`config.mk`:
```
export PLATFORM = sky130hd
export DESIGN_NAME = hds_kernel
export DESIGN_NICKNAME = d
export VERILOG_FILES = /design/src/hdl/hds_pkg.sv /design/src/hdl/hds_kernel.sv
export SDC_FILE = /design/constraint.sdc
export NUM_CORES = 2
export LEC_CHECK = 0
export ABC_CLOCK_PERIOD_IN_PS = 25900
export BUFFER_PORTS_ARGS = -buffer_cell sky130_fd_sc_hd__buf_4
export CORE_ASPECT_RATIO = 1.25
export CORE_MARGIN = 1
export CORE_UTILIZATION = 30
export DETAILED_ROUTE_END_ITERATION = 7
export GPL_ROUTABILITY_DRIVEN = 0
export PLACE_DENSITY = 0.44
export SLEW_MARGIN = 20
export SYNTH_ARGS = -nofsm -noshare
export SYNTH_HDL_FRONTEND = slang
export SYNTH_SLANG_ARGS = --single-unit
```
`constraint.sdc`:
```
create_clock -name vclk -period 25.9
set_input_delay 3.885 -clock vclk [all_inputs]
set_output_delay 3.885 -clock vclk [all_outputs]
set_load 0.01 [all_outputs]
```
`src/hdl/hds_pkg.sv`:
```
// Shared types and constants for the Hessian determinant stencil unit.
// Used by hds_kernel, hessian_determinant_stencil_unit and the bench; no dependencies.
package hds_pkg;

   // Field widths of the stream payloads
   localparam int PIX_W        = 16;
   localparam int RESP_W       = 40;
   localparam int ROW_W        = 12;
   localparam int OUT_COL_W    = 11;
   localparam int RSP_TDATA_W  = 64;

   // Configuration registers
   localparam int WIDTH_REG_W  = 12;
   localparam int HEIGHT_REG_W = 13;
   localparam int CSR_INDEX_W  = 2;
   localparam int CSR_DATA_W   = 13;
   localparam logic [CSR_INDEX_W-1:0] CSR_IMAGE_WIDTH  = 2'd0;
   localparam logic [CSR_INDEX_W-1:0] CSR_IMAGE_HEIGHT = 2'd1;
   localparam logic [WIDTH_REG_W-1:0]  WIDTH_RESET  = 12'd640;
   localparam logic [HEIGHT_REG_W-1:0] HEIGHT_RESET = 13'd480;

   // Frame size limits
   localparam int MAX_WIDTH_DEF = 2048;
   localparam int HEIGHT_LIMIT  = 4096;
   localparam int MIN_SIZE      = 3;

   // Arithmetic widths: second differences are held in 19 signed bits,
   // 16*Lxx*Lyy in 42 before truncation to the response
   localparam int LAP_W  = 19;
   localparam int PROD_W = 42;

   // 3x3 window: t/m/b rows, l/c/r columns
   typedef struct packed {
      logic [PIX_W-1:0] tl;
      logic [PIX_W-1:0] tc;
      logic [PIX_W-1:0] tr;
      logic [PIX_W-1:0] ml;
      logic [PIX_W-1:0] mc;
      logic [PIX_W-1:0] mr;
      logic [PIX_W-1:0] bl;
      logic [PIX_W-1:0] bc;
      logic [PIX_W-1:0] br;
   } window_type;

endpackage

```
`src/hdl/hds_kernel.sv`:
```
// Combinational Hessian determinant kernel over one 3x3 window.
// Depends on hds_pkg for the window type and arithmetic widths.
module hds_kernel
   import hds_pkg::*;
(
   input  window_type                win,
   output logic signed [RESP_W-1:0]  response
);

   logic signed [LAP_W-1:0]    lxx;
   logic signed [LAP_W-1:0]    lyy;
   logic signed [LAP_W-1:0]    lxy4;
   logic signed [2*LAP_W-1:0]  prod_xy;
   logic signed [2*LAP_W-1:0]  prod_cross;
   logic signed [PROD_W-1:0]   diff;

   // Second differences; pixels zero-extended, centre doubled by a shift
   assign lxx  = signed'({3'b000, win.ml}) - signed'({2'b00, win.mc, 1'b0})
               + signed'({3'b000, win.mr});
   assign lyy  = signed'({3'b000, win.tc}) - signed'({2'b00, win.mc, 1'b0})
               + signed'({3'b000, win.bc});
   assign lxy4 = signed'({3'b000, win.tr}) - signed'({3'b000, win.tl})
               + signed'({3'b000, win.bl}) - signed'({3'b000, win.br});

   // Two independent products, then the scaled difference
   assign prod_xy    = lxx * lyy;
   assign prod_cross = lxy4 * lxy4;
   assign diff       = (PROD_W'(prod_xy) <<< 4) - PROD_W'(prod_cross);

   // Keep the low bits, two's complement
   assign response = diff[RESP_W-1:0];

endmodule

```
-- Yosys cells after proc, flatten, opt, wreduce, memory -nomap -nowiden
Cells that the tools add are included.
- multipliers: 2
- add/subtract/negate cells: 8
- operators with widths (cell ; count):
    40-bit by 38-bit subtractor with 40-bit output ; 1
    18-bit by 17-bit adder with 19-bit output ; 2
    19-bit by 19-bit multiplier with 38-bit output ; 1
    19-bit by 19-bit multiplier with 36-bit output ; 1
    16-bit by 17-bit subtractor with 18-bit output ; 2
    18-bit by 17-bit subtractor with 19-bit output ; 1
    17-bit by 17-bit adder with 18-bit output ; 1
    16-bit by 16-bit subtractor with 17-bit output ; 1
- bits in registers: 0
- output and inout port bits: 40
- bits of input ports: 144

-- Longest topological paths before layout
- depth after elaboration: 5
- mapped depth: 65
- mapped depth without buffers: 63

-- Worst setup path after synthesis
OpenSTA, ideal clock, no wires.
- path type: input port to output port
- start: in win[81] in the netlist's numbering
- end: out response[39]
- stages: 58
- buffers on the path: 1
- path slack: 4010 ps
- arrival time: 18005 ps
- path through: inv_1 -> ha_1 -> fa_1 -> nor2b_1 -> o21ai_1 -> a21boi_0 -> a21oi_1 -> ha_1 -> o21a_1 -> o21a_1 -> a2111oi_2 -> nor3_1 -> or3_1 -> a21oi_2 -> o21bai_1 -> o311ai_2 -> xor2_2 -> buf_4 -> (+22 left out) -> inv_1 -> fa_1 -> fa_1 -> fa_1 -> inv_1 -> fa_1 -> inv_1 -> fa_1 -> inv_1 -> ha_1 -> a21o_1 -> a21oi_1 -> nor2_1 -> a311o_1 -> nor3_1 -> o21bai_1 -> xnor3_1 -> xnor3_1
- cells in the longest elaborated chain, start to end: 4
- RTL lines (what ; line ; source):
    from (decl) ; hds_kernel.sv:6 ; input window_type win,
    16-bit by 17-bit subtractor with 18-bit output ; hds_kernel.sv:18 ; assign lxx = signed'({3'b000, win.ml}) - signed'({2'b00, win.mc, 1'b0})
    18-bit by 17-bit adder with 19-bit output ; hds_kernel.sv:19 ; + signed'({3'b000, win.mr});
    19-bit by 19-bit multiplier with 36-bit output ; hds_kernel.sv:26 ; assign prod_xy = lxx * lyy;
    40-bit by 38-bit subtractor with 40-bit output ; hds_kernel.sv:28 ; assign diff = (PROD_W'(prod_xy) <<< 4) - PROD_W'(prod_cross);
    to (decl) ; hds_kernel.sv:7 ; output logic signed [RESP_W-1:0] response
Every way passes these cells.

-- Final worst setup path
- start: in win[65] in the netlist's numbering
- end: out response[39]
- cells in the longest elaborated chain, start to end: 4
- RTL lines (what ; line):
    16-bit by 17-bit subtractor with 18-bit output, on equally long branches ; hds_kernel.sv:18, hds_kernel.sv:20
    18-bit by 17-bit adder with 19-bit output, on equally long branches ; hds_kernel.sv:19, hds_kernel.sv:21
    19-bit by 19-bit multiplier with 36-bit output * ; hds_kernel.sv:26
    40-bit by 38-bit subtractor with 40-bit output * ; hds_kernel.sv:28
Every way passes the cells marked *; elsewhere a longest branch is shown, timed or not.

==> impl_metrics.env <==
export IMPL_status="completed"
export IMPL_cp_data_required_time_ns=22.01
export IMPL_setup_viol=0
export IMPL_synth_top_cell_by_area="fa_1"
export IMPL_setup_tns_ns=0
export IMPL_regArea_um2=0
export IMPL_coreArea_um2=102000
export IMPL_rows=131
export IMPL_die_h_um=361
export IMPL_grt_max_degree=28
export IMPL_synth_top_area_share_pct=50.5
export IMPL_port_buffers=184
export IMPL_crit_arrival_ns=19.74
export IMPL_rsz0062_at_grt="no"
export IMPL_hold_depth=4
export IMPL_start_kind="primary input"
export IMPL_finalMaxSlewViolations=0
export IMPL_routedWlPerCell_um=18.2
export IMPL_ys_seq_area_share_pct=0
export IMPL_max_freq_ghz=0.0423
export IMPL_clkbuf_count=0
export IMPL_antenna_found_initial=0
export IMPL_die_area_um2=105000
export IMPL_final_area_um2=34300
export IMPL_via_per_inst=4.57
export IMPL_dp_cells=4953
export IMPL_postCtsResizedCells=0
export IMPL_hold_violations=0
export IMPL_cp_max_fo=8
export IMPL_final_cells=4953
export IMPL_layout_commonest_cell="inv_1"
export IMPL_nFlopsAndLatches=0
export IMPL_criticalPathCategory="in -> out"
export IMPL_worst_setup_path_end_kind="primary output"
export IMPL_relSlewSlack_pct=27.7
export IMPL_tightest_slew_ns=1.08
export IMPL_dieWidth_um=290
export IMPL_ant_nets=0
export IMPL_dpl_instance_area_um2=34300
export IMPL_initial_utilization_pct=30.3
export IMPL_synthCells=3453
export IMPL_ys_warn_count=0
export IMPL_ys_types=80
export IMPL_period_share_pct=91.2
export IMPL_synth_nets=4700
export IMPL_drcViolationCount=0
export IMPL_grt_pass1_vias=25696
export IMPL_cpPeakStageDelay_ns=0.60
export IMPL_period_minus_slack_ns=23.63
export IMPL_hold_buffers=0
export IMPL_crit_top_cell="fa_1"
export IMPL_layout_drive_gt1_share_pct=8.17
export IMPL_postCtsSetupBuffers=0
export IMPL_synth_area_um2=31000
export IMPL_synth_area_leaders="fa_1 (50%), ha_1 (13%), inv_1 (11%), nand2_1 (4.4%), xnor2_1 (4.0%)"
export IMPL_area_growth_synth_to_final_pct=10.6
export IMPL_antenna_cells=0
export IMPL_grt_remaining_overflow=0
export IMPL_hp_class="in -> out"
export IMPL_slowest_stage="a2111oi_0"
export IMPL_max_cap_violations=0
export IMPL_grt_pass1_wl_um=145000
export IMPL_post_dp_hpwl_um=80300
export IMPL_layout_common_cells="inv_1 (878), fa_1 (782), nand2_1 (363)"
export IMPL_vias=22628
export IMPL_crit_path_start="win[65]"
export IMPL_fin_ws_ns=2.27
export IMPL_drtIter0Drc=846
export IMPL_dr_pass1_iters=5
export IMPL_pre_cts_ws_ns=2.22
export IMPL_avgSynthCellArea_um2=8.98
export IMPL_ios=184
export IMPL_groute_usage_overall_pct=18.0
export IMPL_final_nets=4872
export IMPL_crit_end="response[39]"
export IMPL_wl_um=90100
-- critical path, delay by kind of cell --
| kind | cells | cell delay [ns] |
|---|---|---|
| XOR/XNOR | 4 | 1.36 |
| adder cells (fa/ha/maj) | 17 | 7.83 |
| AO/OA/AOI/OAI | 18 | 4.54 |
| buffers and inverters | 10 | 0.68 |
| AND/OR/NAND/NOR | 10 | 1.40 |
-- logic make-up after synthesis --
| family | synth area share [%] |
|---|---|
| XOR/XNOR | 5.82 |
| AO/OA/AOI/OAI | 7.82 |
| buffers and inverters | 11.7 |
| AND/OR/NAND/NOR | 11.2 |
| adder cells (fa/ha/maj) | 63.4 |
| multiplexers | 0.101 |
-- stage by stage --
step           utilization (%)  hold slack, ns
2_1_floorplan                -            8.01
3_3_place_gp              33.5            8.56
3_5_place_dp              33.5            8.56
4_1_cts                   33.5            8.56
5_1_grt                   33.5            8.58
6_report                  33.5            8.55
-- worst min path at each step --
stage / from / slack, ns / to
after floorplan: win[32] / 8.01 / response[0]
after global placement: win[32] / 8.56 / response[1]
after detailed placement: win[32] / 8.56 / response[1]
after CTS: win[32] / 8.56 / response[1]
after global routing: win[32] / 8.58 / response[1]
final: win[32] / 8.55 / response[1]
-- layout make-up --
| class | count | area (um2) |
|---|---|---|
| Fill cell | 10943 | 68000 |
| Inverter | 888 | 3330 |
| Multi-Input combinational cell | 2493 | 27500 |
| Tap cell | 1330 | 1660 |
| Timing Repair Buffer | 242 | 1820 |
-- cell usage after synthesis (all sizes together), types with 4 or more instances --
library cell / count
o41ai: 4
clkinv: 8
nor3: 15
o21ai: 63
a31oi: 14
and3: 8
fa: 782
buf: 7
a211oi: 14
o211ai: 8
nand2b: 16
o2111ai: 5
nand3: 19
xor2: 59
o21a: 24
o31a: 4
nand2: 363
or2: 18
a21boi: 7
o31ai: 6
o21bai: 27
or3: 11
a21oi: 106
ha: 321
a21o: 45
inv: 880
nor2b: 15
clkbuf: 65
nor2: 305
nand4: 6
and2: 39
xnor2: 141
-- routing by layer --
| metal | up-vias | global-route usage (%) | part of all wire [%] |
|---|---|---|---|
| met5 | - | 0 | 0 |
| met4 | 0 | 3.11 | 2.1 |
| met3 | 80 | 0.725 | 2.6 |
| met2 | 401 | 33.7 | 52 |
| met1 | 11492 | 22.8 | 43 |
| li1 | 10655 | - | - |
Power is left out: the tool's default activity adds up to more than one toggle a clock period on the data nets, which glitch-free logic cannot reach.
